### config.mk
export PLATFORM = sky130hd
export DESIGN_NAME = v4alu_front
export DESIGN_NICKNAME = d
export VERILOG_FILES = /design/src/rtl/core/v4alu_pkg.sv /design/src/rtl/core/v4alu_front.sv
export SDC_FILE = /design/constraint.sdc
export NUM_CORES = 1
export LEC_CHECK = 0
export BUFFER_PORTS_ARGS = -buffer_cell sky130_fd_sc_hd__buf_2
export CORE_AREA = 2 2 101 103
export DETAILED_ROUTE_END_ITERATION = 6
export DIE_AREA = 0 0 103 105
export GPL_TIMING_DRIVEN = 0
export PLACE_DENSITY_LB_ADDON = 0.3
export SYNTH_ARGS = -nofsm -noshare
export SYNTH_HDL_FRONTEND = slang
export SYNTH_SLANG_ARGS = --single-unit
### constraint.sdc
create_clock -name vclk -period 1.3
set_clock_uncertainty 0.2 [all_clocks]
set_input_delay 0.065 -clock vclk [all_inputs]
set_output_delay 0.065 -clock vclk [all_outputs]
set_load 0.02 [all_outputs]
### src/rtl/core/v4alu_pkg.sv
// ----------------------------------------------------------------------------
// v4alu_pkg
// Operation codes, sequencer states and the control word shared by the
// front end and the execution back end of the vector unit.
// ----------------------------------------------------------------------------
package v4alu_pkg;

  typedef enum logic [2:0] {
    OP_ADD   = 3'd0,
    OP_SUB   = 3'd1,
    OP_NEG   = 3'd2,
    OP_SCALE = 3'd3,
    OP_DOT   = 3'd4,
    OP_CROSS = 3'd5,
    OP_MAG   = 3'd6,
    OP_NORM  = 3'd7
  } op_t;

  typedef enum logic [1:0] {
    IT_IDLE,
    IT_SQRT,
    IT_DIV,
    IT_DONE
  } it_state_t;

  // classification of one request, produced by the front end
  typedef struct packed {
    op_t  op;
    logic eq;
  } ctl_t;

endpackage

### src/rtl/core/v4alu_front.sv
// ----------------------------------------------------------------------------
// v4alu_front
// Classify an incoming request: decode the operation and compare a with b.
// ----------------------------------------------------------------------------
module v4alu_front #(
  parameter int CW = 32
) (
  input  logic [2:0]           func,
  input  logic [3:0][CW-1:0]   a,
  input  logic [3:0][CW-1:0]   b,
  output v4alu_pkg::ctl_t      ctl
);

  always_comb begin
    ctl.op = v4alu_pkg::op_t'(func);
    ctl.eq = (a == b);
  end

endmodule

After elaboration in Yosys (flattened, before gate mapping):

Index checks and enable logic that the tools add are counted.

* equality and inequality tests: 1

Operator list (number)
* $eq 128x128->1: 1

* input port bits: 259
* flip-flop bits (word level): 0
* logic and storage cells: 1
* output and inout bits: 4

Depth between registers and ports, before layout:

Gate-level depths: netlist of run 1.

* depth in word-level cells: 1
* depth in mapped cells: 5
* depth with buffers taken out: 5

Worst setup path after synthesis of run 1:

No wires, ideal clock.

* path type: input to output
* start: in b[85] (netlist name)
* end: out ctl[0] (netlist name)
* path buffers: 0
* data required time: 1.035 ns
* setup slack: 0.062 ns
* arrival time: 0.973 ns
* stages: 5
* cell sequence: xnor2_1 > nand4_1 > nor4_1 > nand4_1 > nor2_1

RTL lines
* from (decl): RTL line v4alu_front.sv:10 `input logic [3:0][CW-1:0] b,`
* to (decl): RTL line v4alu_front.sv:11 `output v4alu_pkg::ctl_t ctl`

==> results of run 1 <==
## layout by cell type, fill, tap and decap left out
cell type,netlist,final
nor2_1,1,1
nor4_1,7,4
nor4_4,0,2
nand4_1,34,34
xnor2_1,128,122
xnor2_2,0,6
buf_2,0,246
buf_6,0,13
buf_4,3,4
nor4_2,1,2
## cell families after synthesis
family / count (synthesis) / share of synthesized area, %
XOR/XNOR: 128 / 79.2
buffers and inverters: 3 / 1.59
AND/OR/NAND/NOR: 43 / 19.3
## layer usage
| layer | vias to the layer above | wire length (um) | global-route usage, % | share of wire [%] |
|---|---|---|---|---|
| met5 | - | 0 | 0 | 0 |
| met4 | 0 | 0 | 0 | 0 |
| met3 | 0 | 751 | 1.00 | 11 |
| met2 | 152 | 3690 | 24.3 | 56 |
| met1 | 889 | 2120 | 9.34 | 32 |
| li1 | 1123 | - | - | - |
## where the power goes
group	switching [W]	internal [W]	leakage, nW
Combinational	0.000332	0.000594	1.41
Sequential	0	0	0
Clock	0	0	0
## worst paths after layout
kind / to / slack (ns) / cells after the start
setup / recovery: ctl[0] / -0.24 / 7
hold / removal: ctl[2] / 0.15 / 2
## final cells by class
cell class	instances	area [sq um]	share of cell area [%]
Multi-Input combinational cell	171	1480	48.4
Timing Repair Buffer	260	1390	45.4
Tap cell	133	166	5.46
Buffer	3	22.5	0.739
## per-stage QoR
step,total power (W),util [%],hold slack [ns],area [sq um],setup TNS [ns]
after floorplan,0.000392,-,0.0426,1420,0
after global placement,0.000871,29.9,0.150,2880,-0.506
after detailed placement,0.000885,29.9,0.149,2880,-0.522
after CTS,0.000937,31.6,0.149,3040,-0.283
after global routing,0.00101,31.6,0.158,3050,-0.370
final,0.000926,31.6,0.148,3050,-0.240
## timing repair
item                                    in CTS  in global routing
endpoints found under the setup margin       1                  1
resized for setup                           24                  1
pin swaps                                   19                  1
==> impl_summary.txt, run 1 <==
----------------------------------------------------
[STA]
  Max transition margin ... 78.2%
  Max Clk Rate ... 0.649 GHz
  Setup Viol. Count Final ... 1
  Final worst-path setup slack ... -0.240 ns
  Final period util ... 118%
  Final-report max-slew violation count ... 0
  Final hold violation count ... 0
  Worst-margin pin slew ... 0.324 ns
  Setup repair after global routing missed its margin ... true
  Min Tclk post-route ... 1.54 ns

[Outcome]
  Failing checks ... setup timing
  Result of the run ... finished, violations left

[Power and ir drop]
  Power Dens Cells ... around 300 nW/um^2
  Leakage Power ... around 1.4 nW
  Largest voltage drop on the vdd net ... 121 uV

[Synthesis]
  Netlist area before placement ... 1420 sq um
  Net count after synthesis ... approximately 430
  Gate count of the mapped netlist ... about 170
  Per-instance average area after synthesis ... slightly above 8 sq um
  YS warnings ... 0
  Synth unique cells ... 6
  Fraction of post-synthesis cell area in the top cell type by area ... about four fifths
  Cell with the most instances after synthesis ... xnor2_1
  Cell type with the highest aggregate area in the netlist ... xnor2_1
  Leading post-synthesis cells by instance count ... xnor2_1 (128), nand4_1 (34), nor4_1 (7)
  Post-synthesis sequential area ratio ... 0%
  Leading post-synthesis cells by cell area ... xnor2_1 (79%), nand4_1 (15%), nor4_1 (3.1%)

[Critical path]
  Worst-path maximum fanout ... 1
  Startpoint-to-endpoint class of the critical path ... input port to output port
  Sort of element at the end of the critical path ... output port
  CP Buf/Inv Count ... 2
  Nature of the critical path startpoint ... input port
  Cell type of the slowest stage on the worst timing path ... nor4_2
  Start point of the critical path ... b[104]
  Cells traversed along the worst timing path ... buf_2, xnor2_1, nand4_1, nor4_2, nand4_1, nor2_1, buf_4
  Arrival time of data at the critical path endpoint ... 1.27 ns
  Worst path most repeated cell ... nand4_1
  Data required time at the worst endpoint ... roughly 1 ns
  CP top delay family ... simple AND/OR/NAND/NOR gates
  Delay contributed by the slowest stage of the critical path ... between 0.3 and 0.4 ns

[Floorplan]
  Core Box Area ... between 9000 and 10000 sq um
  Num rows ... 36
  Die boundary height ... about 110 um
  Number of top-level pins ... around 260
  Area enclosed by the die boundary ... roughly 11000 sq um
  Initial core utilization ... 14.7%
  Die width ... 103 um

[Place]
  Post-placement cell count ... approximately 570
  Place WS ... -0.522 ns
  Quantity of I/O buffers inserted on ports ... 260
  Detailed placement HPWL ... ~6.3 mm
  Final RePlAce weighted congestion ... 0.721

[Flow run]
  Number of max-capacitance violations reported ... 0

[Cells and area]
  Cell Count, Final, Fillers Out ... about 570
  Area growth from synthesis to layout ... 115%
  Number of sequential storage elements ... 0
  Total Nets Final ... 695
  Inserted Diodes ... 0
  Number of fillers in the final layout ... about 1000
  Share of cells above drive strength 1 ... between 60% and 70%
  Number of clock buffer instances in the layout ... 0
  Sequential cell area ... 0 sq um

[Route]
  Total length of routed wires ... about 6.6 mm
  Residual DRC ... 0
  Routed vias ... about 2200
  Detailed-route vias per instance ... 3.82
  Detailed router's first-iteration violation count ... 21
  Post-DRT Antenna Nets ... 0
  Drt pass-1 iters ... 4
  Average wire per cell in the routed design ... around 12 um

[GRT]
  Number of global-route vias before repair ... about 2200
  GRT Resource Usage Total ... roughly a tenth
  Congestion Overflow GR ... 0
  First-pass GRT wire length ... between 9 and 10 mm
  Initial antenna violation count ... 0
  Pin count of the biggest net entering global routing ... 2

[CTS]
  Number of setup buffers added after CTS ... 0
  Number of hold-repair buffers added at the cts stage ... 0

[Min path]
  Worst min path class ... input port to output port
  Source of the worst hold timing path ... func[1]

----------------------------------------------------
No activity file was read; power rests on OpenSTA's default activity.
==> run 2: changes to the inputs <==
==> constraint.sdc (replaced) <==
create_clock -name vclk -period 1.9
set_clock_uncertainty 0.2 [all_clocks]
set_input_delay 0.095 -clock vclk [all_inputs]
set_output_delay 0.095 -clock vclk [all_outputs]
set_load 0.02 [all_outputs]
==> run 2 against run 1 <==
Against the previous run: the flow now finishes without violations; first-iteration DRC count fell by 14%; critical path depth did not move; combinational power fell by 35%; wire length fell by 1.7%; global-route usage fell by 0.27 points; worst hold slack improved by 0.060 ns; total power fell by 35%; final cell count did not move; critical endpoint unchanged; final area fell by 5.2%.
==> impl_summary.txt, run 2 (synthesis gave the netlist of run 1 again) <==
----------------------------------------------------
[Critical path]
  Cells traversed along the worst timing path ... buf_2, xnor2_1, nand4_1, nor4_1, nand4_1, nor2_1, buf_2
  Delay contributed by the slowest stage of the critical path ... 0.39 ns (+0.05 ns)
  CP top delay family ... simple AND/OR/NAND/NOR gates
  Start point of the critical path ... b[126]
  Endpoint of the worst setup timing path ... ctl[0]
  Number of logic stages on the critical path including buffering ... 7 (unchanged)
  Data required time at the worst endpoint ... 1.60 ns (+0.57 ns)
  Cell type of the slowest stage on the worst timing path ... nor4_1
  CP Buf/Inv Count ... 2 (unchanged)
  Nature of the critical path startpoint ... input port
  Sort of element at the end of the critical path ... output port
  Startpoint-to-endpoint class of the critical path ... input port to output port
  Worst-path maximum fanout ... 1 (unchanged)
  Arrival time of data at the critical path endpoint ... 1.39 ns (+0.12 ns)

[Place]
  Detailed placement HPWL ... 6.28 mm (unchanged)
  Quantity of I/O buffers inserted on ports ... 260 (unchanged)
  Place WS ... 0.0182 ns (+0.540 ns)
  Final RePlAce weighted congestion ... 0.721 (unchanged)

[STA]
  Final-report max-slew violation count ... 0 (unchanged)
  Worst-margin pin slew ... 0.375 ns (+0.0513 ns)
  Max transition margin ... 74.8% (-3.5 points)
  Min Tclk post-route ... 1.69 ns
  Final worst-path setup slack ... 0.215 ns (+0.455 ns)
  Max Clk Rate ... approximately 0.59 GHz
  Setup repair after global routing missed its margin ... false
  Setup Total Neg Slack ... 0 ns (+0.240 ns)
  Final period util ... between 80% and 90%
  Setup Viol. Count Final ... 0 (-1)
  Final hold violation count ... 0 (unchanged)

[Route]
  Detailed router's first-iteration violation count ... 18 (-14%)
  Detailed-route vias per instance ... 3.80 (-0.37%)
  Total length of routed wires ... 6.45 mm (-1.7%)
  Residual DRC ... 0 (unchanged)
  Routed vias ... 2156 (-0.37%)
  Average wire per cell in the routed design ... 11.4 um (-1.7%)
  Drt pass-1 iters ... 3 (-1)
  Post-DRT Antenna Nets ... 0 (unchanged)

[Cells and area]
  Number of sequential storage elements ... 0 (unchanged)
  Area growth from synthesis to layout ... 104%
  Highest-count cells in the layout ignoring fill and taps ... buf_2 (260), xnor2_1 (128), nand4_1 (34)
  Share of cells above drive strength 1 ... 61.1% (-1.8 points)
  Number of clock buffer instances in the layout ... 0 (unchanged)
  Sequential cell area ... 0 sq um (unchanged)
  Total Nets Final ... 695 (unchanged)
  Number of fillers in the final layout ... 1051 (+1.8%)
  Commonest non-fill, non-tap cell in the layout ... buf_2
  Inserted Diodes ... 0 (unchanged)

[Floorplan]
  Core Box Area ... 9640 sq um (unchanged)
  Die width ... 103 um (unchanged)
  Die boundary height ... 105 um (unchanged)
  Number of top-level pins ... 263 (unchanged)
  Area enclosed by the die boundary ... 10800 sq um (unchanged)
  Num rows ... 36 (unchanged)
  Initial core utilization ... 14.7% (unchanged)

[Power and ir drop]
  Largest voltage drop on the vdd net ... 82.5 uV (-32%)
  Power Dens Cells ... 207 nW/um^2 (-32%)
  Leakage Power ... 1.32 nW (-6.2%)

[CTS]
  Number of hold-repair buffers added at the cts stage ... 0 (unchanged)
  Cells resized by post-CTS repair ... 0 (-100%)
  Number of setup buffers added after CTS ... 0 (unchanged)

[GRT]
  Number of global-route vias before repair ... 2181 (-2.0%)
  Initial antenna violation count ... 0 (unchanged)
  First-pass GRT wire length ... 8.86 mm (-2.8%)
  Congestion Overflow GR ... 0 (unchanged)
  GRT Resource Usage Total ... 10.2% (-0.27 points)
  Pin count of the biggest net entering global routing ... 2 (unchanged)

[Outcome]
  Result of the run ... finished clean

[Flow run]
  Number of max-capacitance violations reported ... 0 (unchanged)

[Min path]
  Worst min path class ... input port to output port

----------------------------------------------------
## run 2: worst min-delay path by stage
stage,from,end,slack [ns],cells after the start
2_1_floorplan,func[0],ctl[1],0.10,1
3_3_place_gp,func[0],ctl[1],0.21,2
3_5_place_dp,func[2],ctl[3],0.21,2
4_1_cts,func[2],ctl[3],0.21,2
5_1_grt,func[2],ctl[3],0.22,2
6_report,func[1],ctl[2],0.21,2
## run 2: cell type report
cell class | count | area (sq um) | area share (%)
plain buffers | 3 | 22.5 | 0.779
repair buffers | 260 | 1300 | 45.0
well taps | 133 | 166 | 5.76
multi-input cells | 171 | 1400 | 48.4
## run 2: report_power, final
group	switching, W	internal, W	total (W)	leakage (nW)
logic	0.000218	0.000381	0.000599	1.32
registers	0	0	0	0
clock network	0	0	0	0
total	0.000218	0.000381	0.000599	1.32
## run 2: routing by layer
layer / wire length, um / up-vias / share of wire (%) / GRT usage, %
li1: - / 1123 / - / -
met1: 2110 / 881 / 33 / 9.09
met2: 3580 / 152 / 56 / 23.7
met3: 748 / 0 / 12 / 1.00
met4: 0 / 0 / 0 / 0
met5: 0 / - / 0 / 0
## run 2: stage by stage
stage          power (W)  hold WS, ns  area [sq um]  util (%)  std cells
3_5_place_dp    0.000605        0.209          2880      29.9        567
4_1_cts         0.000609        0.209          2880      29.9        567
3_3_place_gp    0.000596        0.210          2880      29.9        567
5_1_grt         0.000659        0.216          2890      30.0        567
6_report        0.000599        0.208          2890      30.0        567
2_1_floorplan   0.000268        0.103          1420         -        174
