$ cat src/rtl/core/v4alu_fifo.sv
// ----------------------------------------------------------------------------
// v4alu_fifo
// Small register queue with full and empty flags, read data from the head.
// ----------------------------------------------------------------------------
module v4alu_fifo #(
  parameter int WIDTH = 8,
  parameter int DEPTH = 2
) (
  input  logic             clk,
  input  logic             rst,
  input  logic             wr_en,
  input  logic [WIDTH-1:0] wdata,
  input  logic             rd_en,
  output logic [WIDTH-1:0] rdata,
  output logic             full,
  output logic             empty
);

  localparam int PW = (DEPTH > 1) ? $clog2(DEPTH) : 1;
  localparam int CNW = $clog2(DEPTH + 1);

  logic [WIDTH-1:0] mem [DEPTH];
  logic [PW-1:0]    wptr;
  logic [PW-1:0]    rptr;
  logic [CNW-1:0]   count;

  logic do_wr;
  logic do_rd;

  assign full  = (count == CNW'(DEPTH));
  assign empty = (count == '0);
  assign do_wr = wr_en && !full;
  assign do_rd = rd_en && !empty;
  assign rdata = mem[rptr];

  always_ff @(posedge clk) begin
    if (rst) begin
      wptr  <= '0;
      rptr  <= '0;
      count <= '0;
    end else begin
      if (do_wr) begin
        wptr <= (wptr == PW'(DEPTH - 1)) ? '0 : wptr + 1'b1;
      end
      if (do_rd) begin
        rptr <= (rptr == PW'(DEPTH - 1)) ? '0 : rptr + 1'b1;
      end
      if (do_wr && !do_rd) begin
        count <= count + 1'b1;
      end else if (do_rd && !do_wr) begin
        count <= count - 1'b1;
      end
    end
  end

  always_ff @(posedge clk) begin
    if (do_wr) begin
      mem[wptr] <= wdata;
    end
  end

endmodule

$ cat config.mk
export PLATFORM = sky130hd
export DESIGN_NAME = v4alu_fifo
export DESIGN_NICKNAME = d
export VERILOG_FILES = /design/src/rtl/core/v4alu_fifo.sv
export SDC_FILE = /design/constraint.sdc
export NUM_CORES = 1
export LEC_CHECK = 0
export BUFFER_PORTS_ARGS = -buffer_cell sky130_fd_sc_hd__buf_2
export CAP_MARGIN = 20
export CORE_MARGIN = 3
export CORE_UTILIZATION = 48
export DETAILED_ROUTE_END_ITERATION = 12
export GPL_TIMING_DRIVEN = 0
export HOLD_SLACK_MARGIN = 0.06
export PLACE_DENSITY = 0.82
export SLEW_MARGIN = 10
export SYNTH_ARGS = -nofsm -noshare
export SYNTH_HDL_FRONTEND = slang
export SYNTH_SLANG_ARGS = --single-unit
$ cat constraint.sdc
create_clock -name clk -period 2 [get_ports clk]
set_clock_uncertainty 0.05 [all_clocks]
set_input_delay 0.3 -clock clk [delete_from_list [all_inputs] [get_ports clk]]
set_output_delay 0.3 -clock clk [all_outputs]
set_load 0.01 [all_outputs]
======== Yosys cells after proc, flatten, opt, wreduce, memory -nomap -nowiden ========
Memories as Yosys holds them, arrays and structs flattened. A register that Yosys moved wholly into a read port is not among the register bits.
Cells that the tools add are included.
word-level totals
  register bits after elaboration ......... 4
  RAM bits ................................ 16
  input bits .............................. 12
  word-level logic and storage cells ...... 27
  memories ................................ 1
cells by class
  add/sub/neg operators ................... 4
  equal/unequal tests ..................... 1
  mux-type cells .......................... 8
  reductions and logical operators ........ 10
memory list
  name  depth  bits a word  read ports  clocked after Yosys merged registers in  wr ports  line  text
  mem   2      8            1           1                                        1         22    logic [WIDTH-1:0] mem [DEPTH];
operator list
  operator                                           number
  two-way mux 1 bit                                  6
  logical AND 1 bit                                  4
  logical NOT 1 bit                                  4
  two-way mux 2 bit                                  2
  adder 1 bit (second input constant)                2
  adder 2 x 1 -> 2 bit (second input constant)       1
  == test 2 bit (second input constant)              1
  logical NOT 2 bit                                  1
  nonzero test 2 bit                                 1
  subtractor 2 x 1 -> 2 bit (second input constant)  1

======== Logic depth before layout (Yosys ltp) ========
Gate-level depths: netlist (run 1).
  depth after elaboration ................. 7
  mapped depth ............................ 6
  mapped depth without buffers ............ 6

======== Least setup slack after synthesis (run 1) ========
OpenSTA, ideal clock, no wires.
  kind .................................... register to register
  from .................................... register count[1]
  to ...................................... register count[1]
  library setup time ...................... 70 ps
  data arrival time ....................... 1422 ps
  data required time ...................... 1880 ps
  slack ................................... 458 ps
  stages on the path, launching flop included .. 6
  path buffers ............................ 0
  clock period less this slack ............ 1542 ps
  path through ............................ dfxtp_1 > nor2b_2 > nor2_1 > ha_1 > or3_1 > a21oi_1
on the way
  word-level cells in the longest chain between the ends .. 6
  elaborated cells between the ends (all ways) .. 15
  classes of those cells .................. add/sub (2); eq/ne (1); mux (2); reduce/logical (10)
RTL lines
  what                                 line  text
  start, declared                      25    logic [CNW-1:0] count;
  start signal, assigned               49    count <= count + 1'b1;
  start signal, assigned               51    count <= count - 1'b1;
  == test 2 bit (*)                    30    assign full = (count == CNW'(DEPTH));
  net full                             15    output logic full,
  logical NOT 1 bit (*)                32    assign do_wr = wr_en && !full;
  logical AND 1 bit (*)                32
  logical NOT 1 bit                    50    end else if (do_rd && !do_wr) begin
  logical AND 1 bit                    50
  nonzero test 2 bit (no source line)  -
Mark *: on every way through the listed nets, which the timed path passes. The rest lies on a longest branch. The select of a mux whose other input is x is not followed.
A chain may end at the register's enable or synchronous reset.

==> results of run 1 <==
==> report_power, final <==
group          internal [uW]  switching [uW]
combinational            176             190
sequential               556            37.2
clock                   77.5             113
==> worst max path at each step <==
stage | startpoint | to | depth (start not counted)
floorplan | count[1]$_SDFFE_PP0P_ | count[1]$_SDFFE_PP0P_ | 5
global placement | count[0]$_SDFFE_PP0P_ | count[1]$_SDFFE_PP0P_ | 4
detailed placement | count[0]$_SDFFE_PP0P_ | count[1]$_SDFFE_PP0P_ | 4
CTS | flop | rdata[7] | 3
global route | flop | rdata[2] | 3
finish | flop | rdata[7] | 3
==> logic make-up after synthesis <==
family / count (synthesis)
simple gates: 9
buf+inv: 3
mux: 8
xor+xnor: 3
fa+ha+maj: 1
flops: 21
compound gates: 5
==> final cells by class <==
| type | instances | area [sq um] |
|---|---|---|
| Inverter | 2 | 7.51 |
| Multi-Input combinational cell | 26 | 200 |
| Timing Repair Buffer | 21 | 105 |
| Buffer | 1 | 5.00 |
| Tap cell | 16 | 20.0 |
| Sequential cell | 21 | 581 |
| Clock buffer | 4 | 26.3 |
| Fill cell | 119 | 579 |
==> through the flow <==
stage / power [uW] / hold slack [ns] / instance area (sq um)
6_report: 1150 / 0.138 / 945
3_5_place_dp: 974 / 0.444 / 918
3_3_place_gp: 957 / 0.416 / 918
4_1_cts: 1160 / 0.136 / 945
5_1_grt: 1230 / 0.125 / 945
2_1_floorplan: 851 / 0.319 / 793
==> registers in the layout, summed over array words and instances, names as in the netlist, named ones only <==
| register | cells |
|---|---|
| count | 2 |
| mem | 16 |
| rptr | 1 |
| wptr | 1 |
==> cells in the mapped netlist <==
master,instances,area [sq um]
a21oi_1,2,10.0
and2_1,1,6.26
buf_2,1,5.00
dfxtp_1,5,100
edfxtp_1,16,480
ha_1,1,12.5
inv_1,2,7.51
mux2_2,8,90.1
nor2_1,5,18.8
nor2b_2,1,8.76
o21ai_0,3,15.0
or3_1,2,12.5
xor2_1,3,26.3
==> metal layers <==
layer / part of all wire, % / global-route usage (%) / wire length [um]
met3: 7.2 / 3.91 / 82
met1: 42 / 12.0 / 482
met5: 0 / 0 / 0
met2: 50 / 22.8 / 573
met4: 0.70 / 6.63 / 8
==> run_summary.xml, run 1 <==
<?xml version="1.0" encoding="UTF-8"?>
<metrics>
  <group name="run_status">
    <metric name="outcome" unit="">complete, no violations</metric>
  </group>
  <group name="synthesis">
    <metric name="post_synth_fa_ha_maj_area_fraction" unit="%">1.58</metric>
    <metric name="netlist-cell-type-count" unit="">13</metric>
    <metric name="ys_seq_area_share" unit="%">73.2</metric>
    <metric name="synthCells" unit="">50</metric>
    <metric name="xor_and_xnor_fraction_of_the_mapped_netlist_area" unit="%">3.31</metric>
    <metric name="synth_top_family_by_area" unit="">multiplexers</metric>
    <metric name="syn_nets" unit="">63</metric>
    <metric name="synthesis.area_per_instance" unit="sq um">15.9</metric>
    <metric name="synthesis.area" unit="sq um">793</metric>
    <metric name="yosys-mux-area-fraction" unit="%">11.4</metric>
    <metric name="synth-simple-area-share" unit="%">5.84</metric>
    <metric name="synth-warning-count" unit="">0</metric>
    <metric name="post_synthesis_compound_gate_area_fraction" unit="%">3.15</metric>
    <metric name="post_synthesis_sequential_element_count" unit="">21</metric>
  </group>
  <group name="global_route">
    <metric name="antenna_found_initial" unit="">0</metric>
    <metric name="vias_in_the_first_global_route" unit="">476</metric>
    <metric name="groute.usage.overall" unit="%">12.4</metric>
    <metric name="grt_max_degree" unit="">12</metric>
    <metric name="global_route_wire_length_before_repair" unit="um">1830</metric>
    <metric name="grt.overflow.total" unit="">0</metric>
  </group>
  <group name="critical_path">
    <metric name="critical-path-max-stage-delay" unit="ns">0.35</metric>
    <metric name="worstRegToRegCells" unit="">5</metric>
    <metric name="start_kind" unit="">flop</metric>
    <metric name="reg2reg_to" unit="">count[1]$_SDFFE_PP0P_</metric>
    <metric name="family_with_the_most_delay_on_the_worst_path" unit="">buffers and inverters</metric>
    <metric name="worstPathRequired" unit="ns">1.65</metric>
    <metric name="slowest_stage" unit="">mux2_2</metric>
    <metric name="crit_path_max_fanout" unit="">8</metric>
    <metric name="end_kind" unit="">primary output</metric>
    <metric name="cp_num_buf_inv" unit="">2</metric>
    <metric name="worstPathCellList" unit="">buf_2 &gt; mux2_2 &gt; buf_2</metric>
    <metric name="critical_path.reg2reg.startpoint" unit="">count[1]$_SDFFE_PP0P_</metric>
    <metric name="critPathKind" unit="">reg -&gt; out</metric>
    <metric name="critical_path.most_common_cell" unit="">buf_2</metric>
    <metric name="worstPathArrival" unit="ns">1.31</metric>
    <metric name="worst-r2r-setup-slack" unit="ns">0.37</metric>
  </group>
  <group name="final_layout">
    <metric name="final_common_cell" unit="">buf_2</metric>
    <metric name="share_of_post_route_cells_with_drive_strength_above_1" unit="%">45.3</metric>
    <metric name="most-common-layout-cells" unit="">buf_2, edfxtp_1, mux2_2</metric>
    <metric name="inserted_diodes" unit="">0</metric>
    <metric name="final_nets" unit="">89</metric>
    <metric name="final_core_util" unit="%">62.0</metric>
    <metric name="layoutNonFillerInstCount" unit="">91</metric>
    <metric name="area.growth.synth_to_final" unit="%">19.1</metric>
  </group>
  <group name="power_and_ir_drop">
    <metric name="power.static_leakage" unit="uW">0.000383</metric>
    <metric name="p_per_area" unit="nW/um^2">1220</metric>
    <metric name="ir_drop" unit="uV">680</metric>
  </group>
  <group name="floorplanning">
    <metric name="dieArea" unit="sq um">2180</metric>
    <metric name="fp.coreArea" unit="sq um">1520</metric>
    <metric name="die_width" unit="um">46.7</metric>
    <metric name="effective_utilization_at_floorplan" unit="%">52.1</metric>
    <metric name="die_y" unit="um">46.7</metric>
    <metric name="floorplan.rows" unit="">14</metric>
    <metric name="io_pins" unit="">22</metric>
  </group>
  <group name="min_path">
    <metric name="holdCritStartpoint" unit="">wdata[2]</metric>
    <metric name="hold_class" unit="">in -&gt; reg</metric>
    <metric name="min_to" unit="">mem[0][2]$_DFFE_PP_</metric>
    <metric name="worst_hold_path_depth" unit="">1</metric>
  </group>
  <group name="clock_tree">
    <metric name="clkLatencyLatePin" unit="ns">0.29</metric>
    <metric name="clkTransAtPathRegs" unit="ns">0.10</metric>
    <metric name="tritoncts" unit="">built</metric>
    <metric name="cts_resized" unit="">0</metric>
    <metric name="cts_hold_buf" unit="">0</metric>
    <metric name="cts_setup_buffers" unit="">0</metric>
    <metric name="cts_root_buf" unit="">clkbuf_4</metric>
    <metric name="clock_tree.buffer_depth" unit="">2</metric>
    <metric name="cts_sinks" unit="">21</metric>
    <metric name="cts.htree.levels" unit="">1</metric>
    <metric name="cts_buffers" unit="">3</metric>
  </group>
  <group name="placed_design">
    <metric name="place.gp.congestion" unit="">0.624</metric>
    <metric name="dp_cells" unit="">87</metric>
    <metric name="numPortBuffers" unit="">21</metric>
    <metric name="dp_hpwl" unit="um">843</metric>
    <metric name="place_ws" unit="ns">0.372</metric>
  </group>
  <group name="sta">
    <metric name="timing.final.max_slew_violations" unit="">0</metric>
    <metric name="timing.slew.headroom" unit="%">74.8</metric>
    <metric name="setup_ws" unit="ns">0.344</metric>
    <metric name="finalWorstPathRequiredPeriod" unit="ns">1.66</metric>
    <metric name="timing.final.setup_violations" unit="">0</metric>
    <metric name="rsz0062_at_grt" unit="">false</metric>
    <metric name="finalHoldViolCount" unit="">0</metric>
    <metric name="tightest_slew" unit="ns">0.378</metric>
    <metric name="totalNegativeSetupSlack" unit="ns">0</metric>
    <metric name="maximum_frequency_from_static_timing_analysis" unit="MHz">604</metric>
    <metric name="finalCritPeriodShare" unit="%">82.8</metric>
  </group>
  <group name="route">
    <metric name="finalWirelength" unit="um">1150</metric>
    <metric name="post_drt_wl_per_cell" unit="um">12.6</metric>
    <metric name="vias" unit="">478</metric>
    <metric name="dr.pass1.iters" unit="">4</metric>
    <metric name="drt-vias-per-instance" unit="">5.25</metric>
    <metric name="ant_nets" unit="">0</metric>
    <metric name="dr.first_iter.drc_count" unit="">10</metric>
    <metric name="drt_drc_violations_left" unit="">0</metric>
  </group>
  <group name="job">
    <metric name="cap_violations" unit="">0</metric>
  </group>
</metrics>
No activity file was read; power rests on OpenSTA's default activity.
==> run 2, diff against run 1 <==
--- a/config.mk
+++ b/config.mk
@@ -8,11 +8,11 @@
 export BUFFER_PORTS_ARGS = -buffer_cell sky130_fd_sc_hd__buf_2
 export CAP_MARGIN = 20
 export CORE_MARGIN = 3
-export CORE_UTILIZATION = 48
+export CORE_UTILIZATION = 44
 export DETAILED_ROUTE_END_ITERATION = 12
 export GPL_TIMING_DRIVEN = 0
 export HOLD_SLACK_MARGIN = 0.06
-export PLACE_DENSITY = 0.82
+export PLACE_DENSITY = 0.8
 export SLEW_MARGIN = 10
 export SYNTH_ARGS = -nofsm -noshare
 export SYNTH_HDL_FRONTEND = slang
==> constraint.sdc (replaced) <==
create_clock -name clk -period 1.5 [get_ports clk]
set_clock_uncertainty 0.05 [all_clocks]
set_input_delay 0.225 -clock clk [delete_from_list [all_inputs] [get_ports clk]]
set_output_delay 0.225 -clock clk [all_outputs]
set_load 0.01 [all_outputs]
==> run_summary.xml, run 2 (synthesis gave the netlist of run 1 again) <==
<?xml version="1.0" encoding="UTF-8"?>
<metrics>
  <group name="global_route">
    <metric name="global_route_wire_length_before_repair" unit="um">2060</metric>
    <metric name="grt_max_degree" unit="">12</metric>
    <metric name="antenna_found_initial" unit="">0</metric>
    <metric name="groute.usage.overall" unit="%">11.7</metric>
    <metric name="vias_in_the_first_global_route" unit="">463</metric>
    <metric name="grt.overflow.total" unit="">0</metric>
  </group>
  <group name="floorplanning">
    <metric name="effective_utilization_at_floorplan" unit="%">49.8</metric>
    <metric name="floorplan.rows" unit="">14</metric>
    <metric name="fp.coreArea" unit="sq um">1590</metric>
    <metric name="dieArea" unit="sq um">2350</metric>
    <metric name="io_pins" unit="">22</metric>
    <metric name="die_width" unit="um">48.5</metric>
    <metric name="die_y" unit="um">48.5</metric>
  </group>
  <group name="power_and_ir_drop">
    <metric name="internal_power" unit="uW">1310</metric>
    <metric name="p_sw_share" unit="%">29.7</metric>
    <metric name="share_seq_of_total_power" unit="%">44.8</metric>
    <metric name="p_per_area" unit="nW/um^2">1570</metric>
    <metric name="power_switching" unit="uW">552</metric>
    <metric name="share_clk_of_total_power" unit="%">13.8</metric>
    <metric name="ir_drop" unit="uV">1170</metric>
    <metric name="power.static_leakage" unit="uW">0.000474</metric>
    <metric name="power.combinational.fraction" unit="%">41.4</metric>
  </group>
  <group name="critical_path">
    <metric name="critical_path.reg2reg.startpoint" unit="">count[1]$_SDFFE_PP0P_</metric>
    <metric name="worstPathArrival" unit="ns">1.22</metric>
    <metric name="crit_path_max_fanout" unit="">8</metric>
    <metric name="start_kind" unit="">flop</metric>
    <metric name="worstPathRequired" unit="ns">1.22</metric>
    <metric name="worstRegToRegCells" unit="">6</metric>
    <metric name="reg2reg_to" unit="">count[1]$_SDFFE_PP0P_</metric>
    <metric name="worst-r2r-setup-slack" unit="ns">0.05</metric>
    <metric name="end_kind" unit="">primary output</metric>
    <metric name="critPathKind" unit="">reg -&gt; out</metric>
  </group>
  <group name="route">
    <metric name="finalWirelength" unit="um">1460</metric>
    <metric name="drt-vias-per-instance" unit="">4.54</metric>
    <metric name="vias" unit="">490</metric>
    <metric name="dr.first_iter.drc_count" unit="">3</metric>
    <metric name="ant_nets" unit="">0</metric>
    <metric name="dr.pass1.iters" unit="">2</metric>
    <metric name="drt_drc_violations_left" unit="">0</metric>
    <metric name="post_drt_wl_per_cell" unit="um">13.5</metric>
  </group>
  <group name="sta">
    <metric name="maximum_frequency_from_static_timing_analysis" unit="MHz">671</metric>
    <metric name="finalHoldViolCount" unit="">0</metric>
    <metric name="setup_ws" unit="ns">0.00979</metric>
    <metric name="timing.slew.headroom" unit="%">74.2</metric>
    <metric name="tightest_slew" unit="ns">0.387</metric>
    <metric name="finalCritPeriodShare" unit="%">99.3</metric>
    <metric name="rsz0062_at_grt" unit="">true</metric>
    <metric name="timing.final.setup_violations" unit="">0</metric>
    <metric name="timing.final.max_slew_violations" unit="">0</metric>
    <metric name="finalWorstPathRequiredPeriod" unit="ns">1.49</metric>
  </group>
  <group name="clock_tree">
    <metric name="cts_sinks" unit="">21</metric>
    <metric name="cts.htree.levels" unit="">1</metric>
    <metric name="clock_tree.buffer_depth" unit="">2</metric>
    <metric name="cts_buffers" unit="">3</metric>
    <metric name="clkTransAtPathRegs" unit="ns">0.11</metric>
    <metric name="tritoncts" unit="">built</metric>
    <metric name="clkLatencyLatePin" unit="ns">0.29</metric>
    <metric name="cts_root_buf" unit="">clkbuf_4</metric>
  </group>
  <group name="job">
    <metric name="cap_violations" unit="">0</metric>
  </group>
  <group name="final_layout">
    <metric name="share_of_post_route_cells_with_drive_strength_above_1" unit="%">51.2</metric>
    <metric name="final_common_cell" unit="">edfxtp_1</metric>
    <metric name="largest_register_ffs" unit="">16</metric>
    <metric name="regMostFlops" unit="">mem</metric>
    <metric name="most-common-layout-cells" unit="">edfxtp_1, buf_2, mux2_4, dlygate4sd3_1, buf_6</metric>
    <metric name="stdcell_area" unit="sq um">1180</metric>
    <metric name="area.growth.synth_to_final" unit="%">48.9</metric>
    <metric name="final.fill_count" unit="">95</metric>
    <metric name="layout.area.seq" unit="sq um">589</metric>
    <metric name="reg_top3" unit="">mem: 16 flops, count: 2 flops</metric>
    <metric name="multi_input_comb_area" unit="sq um">270</metric>
    <metric name="inserted_diodes" unit="">0</metric>
    <metric name="final_nets" unit="">98</metric>
  </group>
  <group name="placed_design">
    <metric name="place.gp.congestion" unit="">0.655</metric>
    <metric name="postPlaceCellArea" unit="sq um">935</metric>
    <metric name="place_ws" unit="ns">-0.0784</metric>
    <metric name="dp_hpwl" unit="um">857</metric>
    <metric name="numPortBuffers" unit="">21</metric>
  </group>
  <group name="min_path">
    <metric name="worst_hold_path_depth" unit="">2</metric>
    <metric name="hold_class" unit="">in -&gt; reg</metric>
    <metric name="holdCritStartpoint" unit="">rst</metric>
    <metric name="min_to" unit="">count[1]$_SDFFE_PP0P_</metric>
  </group>
  <group name="run_status">
    <metric name="outcome" unit="">complete, no violations</metric>
  </group>
</metrics>
==> run 2: cell count changes in the layout (fill, tap and decap cells not counted), sizes merged <==
cell         before  now
dlygate4sd3       0    8
buf              22   23
==> run 2: how the worst max path moves through the flow <==
stage	cells past startpoint	end	slack, ns	start
detailed placement	4	count[1]$_SDFFE_PP0P_	-0.08	count[0]$_SDFFE_PP0P_
floorplan	4	count[1]$_SDFFE_PP0P_	0.003	count[0]$_SDFFE_PP0P_
finish	3	rdata[3]	0.01	flop
global route	3	rdata[3]	-0.06	flop
CTS	3	rdata[4]	-0.008	flop
global placement	4	count[1]$_SDFFE_PP0P_	-0.07	count[0]$_SDFFE_PP0P_
==> run 2: power groups by stage <==
| stage | clock [uW] | combinational (uW) | sequential (uW) |
|---|---|---|---|
| finish | 257 | 770 | 832 |
| CTS | 261 | 659 | 807 |
| global route | 302 | 834 | 848 |
| detailed placement | 0 | 499 | 811 |
| floorplan | 0 | 351 | 799 |
| global placement | 0 | 492 | 806 |
==> run 2: metal layers <==
| metal | global-route usage (%) | vias to the layer above | share of wire [%] |
|---|---|---|---|
| met4 | 7.11 | 0 | 1.2 |
| met5 | 0 | - | 0 |
| met3 | 3.68 | 2 | 4.5 |
| met2 | 19.0 | 14 | 53 |
| li1 | - | 247 | - |
| met1 | 13.5 | 227 | 41 |
==> run 2: timing repair <==
| action | in CTS | in global routing |
|---|---|---|
| setup buffers | 1 | 0 |
| resized for setup | 16 | 15 |
| pin swaps | 0 | 1 |
| endpoints found under the setup margin | 9 | 17 |
| hold buffers | 0 | 8 |
| endpoints found under the hold margin | 0 | 16 |
==> run 2: cell type report <==
type,count,share of cell area [%]
inverters,2,0.636
repair buffers,30,20.6
flip-flops and latches,21,49.9
multi-input cells,26,22.9
plain buffers,1,1.27
well taps,24,2.54
clock buffers,4,2.22
==> run 2: worst max-delay path: stages (launching register included) <==
cell and delay (ns):
dfxtp_2 0.35, buf_8 0.14, mux2_4 0.31, buf_6 0.12
==> run 2: metrics by stage <==
step / util, % / power (uW) / hold slack (ns) / setup TNS, ns / instances
2_1_floorplan: - / 1150 / 0.240 / 0 / 50
3_3_place_gp: 58.6 / 1300 / 0.364 / -0.0682 / 95
3_5_place_dp: 58.6 / 1310 / 0.367 / -0.0784 / 95
4_1_cts: 65.6 / 1730 / 0.0651 / -0.0191 / 100
5_1_grt: 74.1 / 1980 / 0.0717 / -0.466 / 108
6_report: 74.1 / 1860 / 0.0856 / 0 / 108
